`src/rtl/core/assert_macros.svh`:
```
// Assertion macros shared by the region table allocator RTL.
`ifndef ASSERT_MACROS_SVH
`define ASSERT_MACROS_SVH
`ifndef SYNTHESIS
`define RTFFA_ASSERT(lbl, prop, msg) \
  lbl: assert property (@(posedge clk) disable iff (!rst_n) prop) else $error(msg);
`define RTFFA_ASSERT_IMPL(lbl, ante, cons, msg) \
  lbl: assert property (@(posedge clk) disable iff (!rst_n) (ante) |-> (cons)) else $error(msg);
`else
`define RTFFA_ASSERT(lbl, prop, msg)
`define RTFFA_ASSERT_IMPL(lbl, ante, cons, msg)
`endif
`endif

```
`src/rtl/core/rtffa_pkg.sv`:
```
// Types and constants of the region table first-fit allocator.
package rtffa_pkg;

  localparam logic        USER_SPACE_RESET   = 1'b1;
  localparam logic [31:0] REGION_BASE_RESET  = 32'h4000_0000;
  localparam logic [31:0] REGION_LIMIT_RESET = 32'hBFFF_F000;

  localparam logic KIND_MAP   = 1'b0;
  localparam logic KIND_UNMAP = 1'b1;

  typedef enum logic [1:0] {
    CFG_USER_SPACE   = 2'd0,
    CFG_REGION_BASE  = 2'd1,
    CFG_REGION_LIMIT = 2'd2
  } cfg_reg_t;

  typedef struct packed {
    logic [31:0] base;
    logic [31:0] length;
    logic [2:0]  prot;
  } entry_t;

  typedef struct packed {
    logic        hit;
    logic        match;
    logic [31:0] entry_end;
  } range_res_t;

  typedef enum logic [3:0] {
    S_IDLE,
    S_PREP,
    S_CHECK,
    S_END,
    S_FIXBND,
    S_RD,
    S_EVAL,
    S_ROUND,
    S_FREEBND,
    S_WRITE,
    S_SH_RD,
    S_SH_WR,
    S_DONE
  } state_t;

endpackage

```
`src/rtl/core/rtffa_if.sv`:
```
// Request and response channel interfaces of the allocator.
interface rtffa_req_if;
  logic        valid;
  logic        ready;
  logic        kind;
  logic [31:0] address;
  logic [31:0] length;
  logic        anonymous;
  logic        fixed_place;
  logic [2:0]  protection;

  modport source (output valid, kind, address, length, anonymous, fixed_place, protection,
                  input ready);
  modport sink   (input valid, kind, address, length, anonymous, fixed_place, protection,
                  output ready);
endinterface

interface rtffa_rsp_if;
  logic        valid;
  logic        ready;
  logic        ok;
  logic [31:0] placed_address;
  logic [4:0]  entries_used;

  modport source (output valid, ok, placed_address, entries_used, input ready);
  modport sink   (input valid, ok, placed_address, entries_used, output ready);
endinterface

```
`src/rtl/core/rtffa_entry_ram.sv`:
```
// Region table storage: one write port and one registered read port.
module rtffa_entry_ram
  import rtffa_pkg::*;
#(
  parameter int DEPTH = 16,
  parameter int IDX_W = 4
) (
  input  logic             clk,
  input  logic             wr_en,
  input  logic [IDX_W-1:0] wr_addr,
  input  entry_t           wr_data,
  input  logic             rd_en,
  input  logic [IDX_W-1:0] rd_addr,
  output entry_t           rd_data
);

  entry_t mem [DEPTH];

  always_ff @(posedge clk) begin
    if (wr_en) begin
      mem[wr_addr] <= wr_data;
    end
  end

  always_ff @(posedge clk) begin
    if (rd_en) begin
      rd_data <= mem[rd_addr];
    end
  end

endmodule

```
`src/rtl/core/rtffa_range_unit.sv`:
```
// Shared compare unit: tests one table entry against the candidate range.
module rtffa_range_unit
  import rtffa_pkg::*;
(
  input  entry_t      entry,
  input  logic [31:0] cand_addr,
  input  logic [31:0] cand_end,
  input  logic [31:0] cand_len,
  output range_res_t  res
);

  logic [31:0] entry_end;

  // Both ends are taken modulo 2^32, so a range that wraps compares by its wrapped end.
  assign entry_end     = entry.base + entry.length;
  assign res.entry_end = entry_end;
  assign res.hit       = (cand_addr < entry_end) && (cand_end > entry.base);
  assign res.match     = (entry.base == cand_addr) && (entry.length == cand_len);

endmodule

```
`src/rtl/core/region_table_first_fit_allocator_core.sv`:
```
// Top level: sequencer, configuration registers and result register of the allocator.
//
//   channel   direction  handshake            payload
//   in_chan   in         valid/ready          kind, address, length, anonymous,
//                                             fixed_place, protection
//   out_chan  out        valid/ready          ok, placed_address, entries_used
//   cfg_*     in         APB write/read       user_space_present, region_base,
//                                             region_limit
//
// One request is worked at a time; in_chan is ready only while the sequencer idles.
// Each table entry is read through the single read port and then tested in the shared
// compare unit. A free map searches the table in passes, at most MAX_PASSES of them.
// After reset the table is empty and the configuration registers hold their defaults.
// A held result waits in the output register; the next request is still accepted.
`include "assert_macros.svh"

module region_table_first_fit_allocator_core
  import rtffa_pkg::*;
#(
  parameter int MAX_ENTRIES = 16,
  parameter int PAGE_BYTES  = 4096,
  parameter int MAX_PASSES  = 1000
) (
  input  logic        clk,
  input  logic        rst_n,
  rtffa_req_if.sink   in_chan,
  rtffa_rsp_if.source out_chan,
  input  logic        cfg_psel,
  input  logic        cfg_penable,
  input  logic        cfg_pwrite,
  input  logic [3:0]  cfg_paddr,
  input  logic [31:0] cfg_pwdata,
  output logic [31:0] cfg_prdata,
  output logic        cfg_pready
);

  localparam int CNT_W  = $clog2(MAX_ENTRIES + 1);
  localparam int IDX_W  = (MAX_ENTRIES > 1) ? $clog2(MAX_ENTRIES) : 1;
  localparam int PASS_W = $clog2(MAX_PASSES + 1);
  localparam logic [31:0] PAGE_MASK = 32'(PAGE_BYTES - 1);

  // Configuration registers.
  logic        usp_r;
  logic [31:0] base_r;
  logic [31:0] limit_r;
  logic        cfg_wr;

  assign cfg_pready = 1'b1;
  assign cfg_wr     = cfg_psel && cfg_penable && cfg_pwrite && cfg_pready;

  always_ff @(posedge clk) begin
    if (!rst_n) begin
      usp_r   <= USER_SPACE_RESET;
      base_r  <= REGION_BASE_RESET;
      limit_r <= REGION_LIMIT_RESET;
    end else if (cfg_wr) begin
      unique case (cfg_paddr[3:2])
        CFG_USER_SPACE:   usp_r   <= cfg_pwdata[0];
        CFG_REGION_BASE:  base_r  <= cfg_pwdata;
        CFG_REGION_LIMIT: limit_r <= cfg_pwdata;
        default: ;
      endcase
    end
  end

  always_comb begin
    unique case (cfg_paddr[3:2])
      CFG_USER_SPACE:   cfg_prdata = {31'd0, usp_r};
      CFG_REGION_BASE:  cfg_prdata = base_r;
      CFG_REGION_LIMIT: cfg_prdata = limit_r;
      default:          cfg_prdata = 32'd0;
    endcase
  end

  // Sequencer state.
  state_t            state_r, state_nxt;
  logic              kind_r, anon_r, fixed_r;
  logic [31:0]       addr_r, raw_r;
  logic [2:0]        prot_r;
  logic [31:0]       len_r, len_nxt;
  logic [31:0]       a_r, a_nxt;
  logic [31:0]       a_end_r, a_end_nxt;
  logic [CNT_W-1:0]  idx_r, idx_nxt;
  logic [CNT_W-1:0]  count_r, count_nxt;
  logic [PASS_W-1:0] pass_r, pass_nxt;
  logic              res_ok_r, res_ok_nxt;
  logic [31:0]       res_placed_r, res_placed_nxt;
  logic              out_valid_r;
  logic              out_ok_r;
  logic [31:0]       out_placed_r;
  logic [4:0]        out_used_r;

  logic              in_fire;
  logic              out_load;
  logic [CNT_W-1:0]  idx_inc;
  logic [CNT_W-1:0]  idx_inc2;

  // Table storage and compare unit.
  logic              ram_wr_en;
  logic [IDX_W-1:0]  ram_wr_addr;
  entry_t            ram_wr_data;
  logic              ram_rd_en;
  logic [IDX_W-1:0]  ram_rd_addr;
  entry_t            ram_rd_data;
  range_res_t        cmp_res;

  rtffa_entry_ram #(
    .DEPTH (MAX_ENTRIES),
    .IDX_W (IDX_W)
  ) u_ram (
    .clk     (clk),
    .wr_en   (ram_wr_en),
    .wr_addr (ram_wr_addr),
    .wr_data (ram_wr_data),
    .rd_en   (ram_rd_en),
    .rd_addr (ram_rd_addr),
    .rd_data (ram_rd_data)
  );

  rtffa_range_unit u_cmp (
    .entry     (ram_rd_data),
    .cand_addr (a_r),
    .cand_end  (a_end_r),
    .cand_len  (len_r),
    .res       (cmp_res)
  );

  assign in_chan.ready = (state_r == S_IDLE);
  assign in_fire       = in_chan.valid && in_chan.ready;
  assign idx_inc       = idx_r + CNT_W'(1);
  assign idx_inc2      = idx_r + CNT_W'(2);
  assign out_load      = (state_r == S_DONE) && (!out_valid_r || out_chan.ready);

  always_ff @(posedge clk) begin
    if (in_fire) begin
      kind_r  <= in_chan.kind;
      addr_r  <= in_chan.address;
      raw_r   <= in_chan.length;
      anon_r  <= in_chan.anonymous;
      fixed_r <= in_chan.fixed_place;
      prot_r  <= in_chan.protection;
    end
    len_r        <= len_nxt;
    a_r          <= a_nxt;
    a_end_r      <= a_end_nxt;
    res_ok_r     <= res_ok_nxt;
    res_placed_r <= res_placed_nxt;
    idx_r        <= idx_nxt;
    pass_r       <= pass_nxt;
  end

  always_ff @(posedge clk) begin
    if (!rst_n) begin
      state_r <= S_IDLE;
      count_r <= '0;
    end else begin
      state_r <= state_nxt;
      count_r <= count_nxt;
    end
  end

  always_comb begin
    state_nxt      = state_r;
    len_nxt        = len_r;
    a_nxt          = a_r;
    a_end_nxt      = a_end_r;
    idx_nxt        = idx_r;
    count_nxt      = count_r;
    pass_nxt       = pass_r;
    res_ok_nxt     = res_ok_r;
    res_placed_nxt = res_placed_r;
    ram_wr_en      = 1'b0;
    ram_wr_addr    = idx_r[IDX_W-1:0];
    ram_wr_data    = ram_rd_data;
    ram_rd_en      = 1'b0;
    ram_rd_addr    = idx_r[IDX_W-1:0];

    unique case (state_r)
      S_IDLE: begin
        if (in_fire) begin
          state_nxt = S_PREP;
        end
      end

      S_PREP: begin
        len_nxt        = (raw_r + PAGE_MASK) & ~PAGE_MASK;
        res_ok_nxt     = 1'b0;
        res_placed_nxt = 32'd0;
        idx_nxt        = '0;
        pass_nxt       = '0;
        state_nxt      = S_CHECK;
      end

      S_CHECK: begin
        if (kind_r == KIND_UNMAP) begin
          a_nxt = addr_r;
          if (!usp_r || ((addr_r & PAGE_MASK) != 32'd0) || (raw_r == 32'd0) ||
              (count_r == '0)) begin
            state_nxt = S_DONE;
          end else begin
            state_nxt = S_RD;
          end
        end else if (!usp_r || !anon_r || (raw_r == 32'd0) ||
                     (count_r >= CNT_W'(MAX_ENTRIES))) begin
          state_nxt = S_DONE;
        end else if (fixed_r) begin
          a_nxt = addr_r;
          state_nxt = ((addr_r & PAGE_MASK) != 32'd0) ? S_DONE : S_END;
        end else begin
          a_nxt     = base_r;
          state_nxt = S_END;
        end
      end

      S_END: begin
        a_end_nxt = a_r + len_r;
        idx_nxt   = '0;
        if (fixed_r) begin
          state_nxt = S_FIXBND;
        end else if (count_r == '0) begin
          state_nxt = S_FREEBND;
        end else begin
          state_nxt = S_RD;
        end
      end

      S_FIXBND: begin
        if ((a_r < base_r) || (a_end_r > limit_r) || (a_end_r < a_r)) begin
          state_nxt = S_DONE;
        end else if (count_r == '0) begin
          state_nxt = S_WRITE;
        end else begin
          state_nxt = S_RD;
        end
      end

      S_RD: begin
        ram_rd_en = 1'b1;
        state_nxt = S_EVAL;
      end

      S_EVAL: begin
        idx_nxt = idx_inc;
        if (kind_r == KIND_UNMAP) begin
          if (cmp_res.match) begin
            idx_nxt = idx_r;
            if (idx_inc == count_r) begin
              count_nxt  = count_r - CNT_W'(1);
              res_ok_nxt = 1'b1;
              state_nxt  = S_DONE;
            end else begin
              state_nxt = S_SH_RD;
            end
          end else begin
            state_nxt = (idx_inc == count_r) ? S_DONE : S_RD;
          end
        end else if (fixed_r) begin
          if (cmp_res.hit) begin
            state_nxt = S_DONE;
          end else begin
            state_nxt = (idx_inc == count_r) ? S_WRITE : S_RD;
          end
        end else if (cmp_res.hit) begin
          // First overlap: restart the search past this region on a new pass.
          if (pass_r == PASS_W'(MAX_PASSES - 1)) begin
            state_nxt = S_DONE;
          end else begin
            pass_nxt  = pass_r + PASS_W'(1);
            a_nxt     = cmp_res.entry_end;
            state_nxt = S_ROUND;
          end
        end else begin
          state_nxt = (idx_inc == count_r) ? S_FREEBND : S_RD;
        end
      end

      S_ROUND: begin
        a_nxt     = (a_r + PAGE_MASK) & ~PAGE_MASK;
        state_nxt = S_END;
      end

      S_FREEBND: begin
        state_nxt = ((a_end_r > limit_r) || (a_end_r < a_r)) ? S_DONE : S_WRITE;
      end

      S_WRITE: begin
        ram_wr_en      = 1'b1;
        ram_wr_addr    = count_r[IDX_W-1:0];
        ram_wr_data    = '{base: a_r, length: len_r, prot: prot_r};
        count_nxt      = count_r + CNT_W'(1);
        res_ok_nxt     = 1'b1;
        res_placed_nxt = a_r;
        state_nxt      = S_DONE;
      end

      // Removal moves each later entry down one place, read in S_SH_RD and written in S_SH_WR.
      S_SH_RD: begin
        ram_rd_en   = 1'b1;
        ram_rd_addr = idx_inc[IDX_W-1:0];
        state_nxt   = S_SH_WR;
      end

      S_SH_WR: begin
        ram_wr_en = 1'b1;
        idx_nxt   = idx_inc;
        if (idx_inc2 == count_r) begin
          count_nxt  = count_r - CNT_W'(1);
          res_ok_nxt = 1'b1;
          state_nxt  = S_DONE;
        end else begin
          state_nxt = S_SH_RD;
        end
      end

      S_DONE: begin
        if (out_load) begin
          state_nxt = S_IDLE;
        end
      end

      default: state_nxt = S_IDLE;
    endcase
  end

  // Output register holds a finished result until the sink takes it.
  always_ff @(posedge clk) begin
    if (!rst_n) begin
      out_valid_r <= 1'b0;
    end else if (out_load) begin
      out_valid_r <= 1'b1;
    end else if (out_chan.ready) begin
      out_valid_r <= 1'b0;
    end
  end

  always_ff @(posedge clk) begin
    if (out_load) begin
      out_ok_r     <= res_ok_r;
      out_placed_r <= res_placed_r;
      out_used_r   <= 5'(count_r);
    end
  end

  assign out_chan.valid          = out_valid_r;
  assign out_chan.ok             = out_ok_r;
  assign out_chan.placed_address = out_placed_r;
  assign out_chan.entries_used   = out_used_r;

  `RTFFA_ASSERT(a_count_bound, (count_r <= CNT_W'(MAX_ENTRIES)), "entry count above table depth")
  `RTFFA_ASSERT_IMPL(a_write_room, (state_r == S_WRITE), (count_r < CNT_W'(MAX_ENTRIES)), "table write with no free entry")
  `RTFFA_ASSERT(a_count_step, (count_r != $past(count_r)) |-> ((count_r == $past(count_r) + CNT_W'(1)) || (count_r == $past(count_r) - CNT_W'(1))), "entry count moved by more than one")
  `RTFFA_ASSERT_IMPL(a_fail_zero, (out_chan.valid && !out_chan.ok), (out_chan.placed_address == 32'd0), "rejected transaction reports an address")
  `RTFFA_ASSERT(a_busy_after_accept, in_fire |=> (state_r != S_IDLE), "sequencer idle after accepting a transaction")

endmodule

```
`src/flat_wrapper.sv`:
```
// flat-port wrapper written by rule: the top's interface ports become plain ports
module region_table_first_fit_allocator_core_flat import rtffa_pkg::*;
#(
  parameter int MAX_ENTRIES = 16,
  parameter int PAGE_BYTES  = 4096,
  parameter int MAX_PASSES  = 1000
)
  (clk, rst_n, cfg_psel, cfg_penable, cfg_pwrite, cfg_paddr, cfg_pwdata, cfg_prdata, cfg_pready, in_chan_valid, in_chan_kind, in_chan_address, in_chan_length, in_chan_anonymous, in_chan_fixed_place, in_chan_protection, in_chan_ready, out_chan_valid, out_chan_ok, out_chan_placed_address, out_chan_entries_used, out_chan_ready);
  rtffa_req_if in_chan_i ();
  rtffa_rsp_if out_chan_i ();
  input  logic clk;
  input  logic rst_n;
  input  logic cfg_psel;
  input  logic cfg_penable;
  input  logic cfg_pwrite;
  input  logic [3:0] cfg_paddr;
  input  logic [31:0] cfg_pwdata;
  output logic [31:0] cfg_prdata;
  output logic cfg_pready;
  input wire logic [$bits(in_chan_i.valid)-1:0] in_chan_valid;
  input wire logic [$bits(in_chan_i.kind)-1:0] in_chan_kind;
  input wire logic [$bits(in_chan_i.address)-1:0] in_chan_address;
  input wire logic [$bits(in_chan_i.length)-1:0] in_chan_length;
  input wire logic [$bits(in_chan_i.anonymous)-1:0] in_chan_anonymous;
  input wire logic [$bits(in_chan_i.fixed_place)-1:0] in_chan_fixed_place;
  input wire logic [$bits(in_chan_i.protection)-1:0] in_chan_protection;
  output wire logic [$bits(in_chan_i.ready)-1:0] in_chan_ready;
  output wire logic [$bits(out_chan_i.valid)-1:0] out_chan_valid;
  output wire logic [$bits(out_chan_i.ok)-1:0] out_chan_ok;
  output wire logic [$bits(out_chan_i.placed_address)-1:0] out_chan_placed_address;
  output wire logic [$bits(out_chan_i.entries_used)-1:0] out_chan_entries_used;
  input wire logic [$bits(out_chan_i.ready)-1:0] out_chan_ready;
  assign in_chan_i.valid = in_chan_valid;
  assign in_chan_i.kind = in_chan_kind;
  assign in_chan_i.address = in_chan_address;
  assign in_chan_i.length = in_chan_length;
  assign in_chan_i.anonymous = in_chan_anonymous;
  assign in_chan_i.fixed_place = in_chan_fixed_place;
  assign in_chan_i.protection = in_chan_protection;
  assign in_chan_ready = in_chan_i.ready;
  assign out_chan_valid = out_chan_i.valid;
  assign out_chan_ok = out_chan_i.ok;
  assign out_chan_placed_address = out_chan_i.placed_address;
  assign out_chan_entries_used = out_chan_i.entries_used;
  assign out_chan_i.ready = out_chan_ready;
  region_table_first_fit_allocator_core #(.MAX_ENTRIES(MAX_ENTRIES), .PAGE_BYTES(PAGE_BYTES), .MAX_PASSES(MAX_PASSES)) u_core (.clk(clk), .rst_n(rst_n), .in_chan(in_chan_i), .out_chan(out_chan_i), .cfg_psel(cfg_psel), .cfg_penable(cfg_penable), .cfg_pwrite(cfg_pwrite), .cfg_paddr(cfg_paddr), .cfg_pwdata(cfg_pwdata), .cfg_prdata(cfg_prdata), .cfg_pready(cfg_pready));
endmodule
```
`config.mk`:
```
export PLATFORM = sky130hd
export DESIGN_NAME = region_table_first_fit_allocator_core_flat
export DESIGN_NICKNAME = d
export VERILOG_FILES = /design/src/rtl/core/rtffa_pkg.sv /design/src/rtl/core/rtffa_if.sv /design/src/rtl/core/rtffa_entry_ram.sv /design/src/rtl/core/rtffa_range_unit.sv /design/src/rtl/core/region_table_first_fit_allocator_core.sv /design/src/flat_wrapper.sv
export VERILOG_INCLUDE_DIRS = /design/src /design/src/rtl/core
export SDC_FILE = /design/constraint.sdc
export NUM_CORES = 2
export LEC_CHECK = 0
export BUFFER_PORTS_ARGS = -buffer_cell sky130_fd_sc_hd__buf_2
export CAP_MARGIN = 20
export CORE_AREA = 3 3 394 396
export DETAILED_ROUTE_END_ITERATION = 10
export DIE_AREA = 0 0 397 399
export PLACE_DENSITY_LB_ADDON = 0.3
export REMOVE_ABC_BUFFERS = 1
export SYNTH_ARGS = -nofsm -noshare
export SYNTH_HDL_FRONTEND = slang
export SYNTH_SLANG_ARGS = --single-unit
export TNS_END_PERCENT = 20
```
`constraint.sdc`:
```
create_clock -name clk -period 6 [get_ports clk]
set_input_delay 0.3 -clock clk [delete_from_list [all_inputs] [get_ports clk]]
set_output_delay 0.3 -clock clk [all_outputs]
set_load 0.01 [all_outputs]
```
==> run summary <==
Status: completed
Vias: 34,870
Synth Cell Area: 60,620 um^2
Hold Violations, Final: 0
Synth top area share: 65.64%
GRT Max-Usage Layer: met2
Worst-Margin Slew: 1.066 ns
H-tree depth: 4
Met3 Usage GRT: 4.021%
Gr usage total: 22.26%
Post-Syn Area per Cell: 16.82 um^2
Tmin final: 5.674 ns
Met2 GRT Util: 33.94%
Reg-to-reg setup timing slack: 0.33 ns
TritonCTS clock tree: built
LEAKAGE: 24.08 nW
Commonest cells in the netlist: 1,325 x edfxtp_1, 320 x mux4_2, 281 x nand2_1, 213 x ha_1, 169 x a21oi_1
Rel. slew slack: 28.75%
WS Path Type: reg -> reg
Clock slew at reported path FFs: 0.06 ns
Max IR drop VDD: 362.4 uV
Post-CTS setup buffers: 0
Final period util: 94.57%
Setup crit end kind: register
Setup violators final: 0
Worst setup SP type: register
Clk_lat worst skew: 0.81 ns
Register bit total from synthesis: 1,400
Distinct cells, synth: 74
M1 GR Usage: 32.31%
Initial antenna violation count: 5
Fin Clk Skew: 0.03283 ns
Root Driver: clkbuf_16
# IOs: 186
Power density of the placed cells: 380.8 nW/um^2
GR Overflow Total: 0
Pins over their slew limit: 0
Arr. time, crit path: 6.16 ns
Most used DFF post-synth: edfxtp_1
Final setup margin: 0.3261 ns
Place WS: 0.2808 ns
Die ar.: 158,400 um^2
Async S/R FF share, synth: 0%
Max Cap Viol: 0
DR vias/cell: 5.682
Yosys warning total: 0
Area Growth Syn to Fin: 16.18%
Worst EP required: 6.48 ns
Post-synth top area cell: edfxtp_1
F_max: 176.2 MHz
Count leader, synth: edfxtp_1
Routability cong.: 0.9219
Total Wirelength: 176,700 um
Row cnt: 143
Die H: 399 um
Inserted Clock Buffers: 148
Fill count: 12,940
Clk sink count: 1,400
Die Width: 397 um
Initial Utilization: 39.90%
Crit-path max cell delay: 0.50 ns
# port buffers: 179
Post-synth EDFFs: 1,325
Initial drt markers: 4,256
Wirelength per Cell: 28.79 um
Dpl hpwl: 113,400 um
Core box area: 151,900 um^2
Setup TNS: 0 ns
Vias in the first global route: 34,490
Crit path max fanout: 32
Ranking of synthesized cells by area: edfxtp_1 66%, mux4_2 12%, ha_1 4.4%, dfxtp_1 2.5%, xnor2_1 1.8%
1st-pass router iterations: 5
Seq/Total Area, Yosys: 68.12%
# DRC: 0
Slowest CP cell: or4_1
Syn Inst Count: 3,603
Maximum clock path buffer count: 3
First-pass GRT wire length: 251,600 um
Hold Path Class: in -> reg
Cell mode on critical path: o21ai_0
Final ANT Viol Nets: 0
RSZ-0062 raised after global routing: no
Layout cells sized above 1: 20.47%
NumNets Final: 4,305
Largest net degree at the start of global routing: 92
Cells along the critical path: ha_1 -> o21ai_0 -> o21ai_0 -> nand3_1 -> a211o_1 -> a21boi_1 -> a41oi_1 -> o21ai_0 -> xnor2_1 -> ha_1 -> a21o_1 -> a21o_1 -> a21oi_1 -> nand4_1 -> a211o_1 -> or4_1 -> a21bo_1 -> a21oi_4 -> buf_12
## layout by cell type, fill, tap and decap left out, types with 39 or more instances in the layout
cell type,count
inv_1,156
buf_4,56
clkbuf_1,39
xnor2_1,127
nand4_1,50
mux4_2,320
edfxtp_1,1325
a21oi_1,168
o21ai_0,79
dfxtp_1,75
clkbuf_16,150
buf_2,179
nand3_1,46
dlygate4sd3_1,107
nand2_1,281
nor2_1,109
a21o_1,90
ha_1,213
## logic make-up after synthesis
| family | synth area share (%) |
|---|---|
| buf+inv | 2.132 |
| compound gates | 5.420 |
| mux | 12.30 |
| xor+xnor | 2.351 |
| other cells | 0.006186 |
| fa+ha+maj | 4.496 |
| simple gates | 5.175 |
| flops | 68.12 |
## where the power goes
group / switching [mW] / internal (mW)
registers: 0.522 / 11.7
logic: 3.23 / 2.28
clock network: 3.90 / 5.19
total: 7.66 / 19.2
## flip-flops by register name (all words and copies together) (netlist names), 10 cells and up
| signal | cells |
|---|---|
| u_core.base_r | 32 |
| u_core.addr_r | 32 |
| u_core.u_ram.mem | 1024 |
| u_core.a_end_r | 32 |
| u_core.limit_r | 32 |
| u_core.res_placed_r | 32 |
| u_core.raw_r | 32 |
| u_core.len_r | 20 |
| u_core.out_chan.placed_address | 32 |
| u_core.a_r | 32 |
| u_core.u_ram.rd_data | 64 |
| u_core.pass_r | 10 |
## critical path: cells and delay by family, from the launching register on
kind                     cells  cell delay [ns]
AO/OA/AOI/OAI               12             2.91
XOR/XNOR                     1             0.20
adder cells (fa/ha/maj)      2             0.67
buffers and inverters        1             0.23
flip-flops                   1             0.45
AND/OR/NAND/NOR              3             0.87
## per-stage QoR
stage / cells / utilization [%] / instance area, um^2 / hold WS, ns / power, mW
detailed placement: 5748 / 42.47 / 64520 / 0.4045 / 17.84
global placement: 5746 / 42.46 / 64490 / 0.4016 / 17.80
finish: 6136 / 46.36 / 70430 / 0.2081 / 26.82
global route: 6133 / 46.36 / 70420 / 0.1842 / 27.82
floorplan: 3458 / - / 59920 / 0.3619 / 16.99
CTS: 6132 / 46.34 / 70390 / 0.1453 / 26.98
## layer usage
layer  up-vias  share of wire (%)  wire length, um
met5         -              0.015               27
met4         4                3.3             5830
met3       263                7.3            12910
met2      1496                 46            80440
met1     18130                 44            77470
li1      14970                  -                -
## path summary, 6_finish.rpt
| path | from | to | cells past startpoint |
|---|---|---|---|
| max | u_core.u_ram.rd_data[38] | u_core.a_r[1] | 19 |
| min | in_chan_address[0] | u_core.addr_r[0] | 2 |
| min reg2reg | u_core.res_ok_r | u_core.out_chan.ok | 0 |
| max reg2reg | u_core.u_ram.rd_data[38] | u_core.a_r[1] | 19 |
## final cells by class
cell class / count / area, um^2 / share of cell area, %
Tap cell: 2030 / 2540 / 3.606
Inverter: 158 / 595.6 / 0.8457
Multi-Input combinational cell: 1900 / 18290 / 25.97
Clock buffer: 191 / 3928 / 5.577
Timing Repair Buffer: 368 / 2902 / 4.120
Sequential cell: 1400 / 41290 / 58.63
Clock inverter: 86 / 875.8 / 1.244
Antenna cell: 3 / 7.507 / 0.01066
## timing repair
item / 4_1_cts / 5_1_grt
gates resized for setup: 0 / 2
setup endpoints to repair: 0 / 32
endpoints found under the hold margin: 134 / 0
hold buffers: 107 / 0
Note: power is estimated with default switching activity, not from simulation.
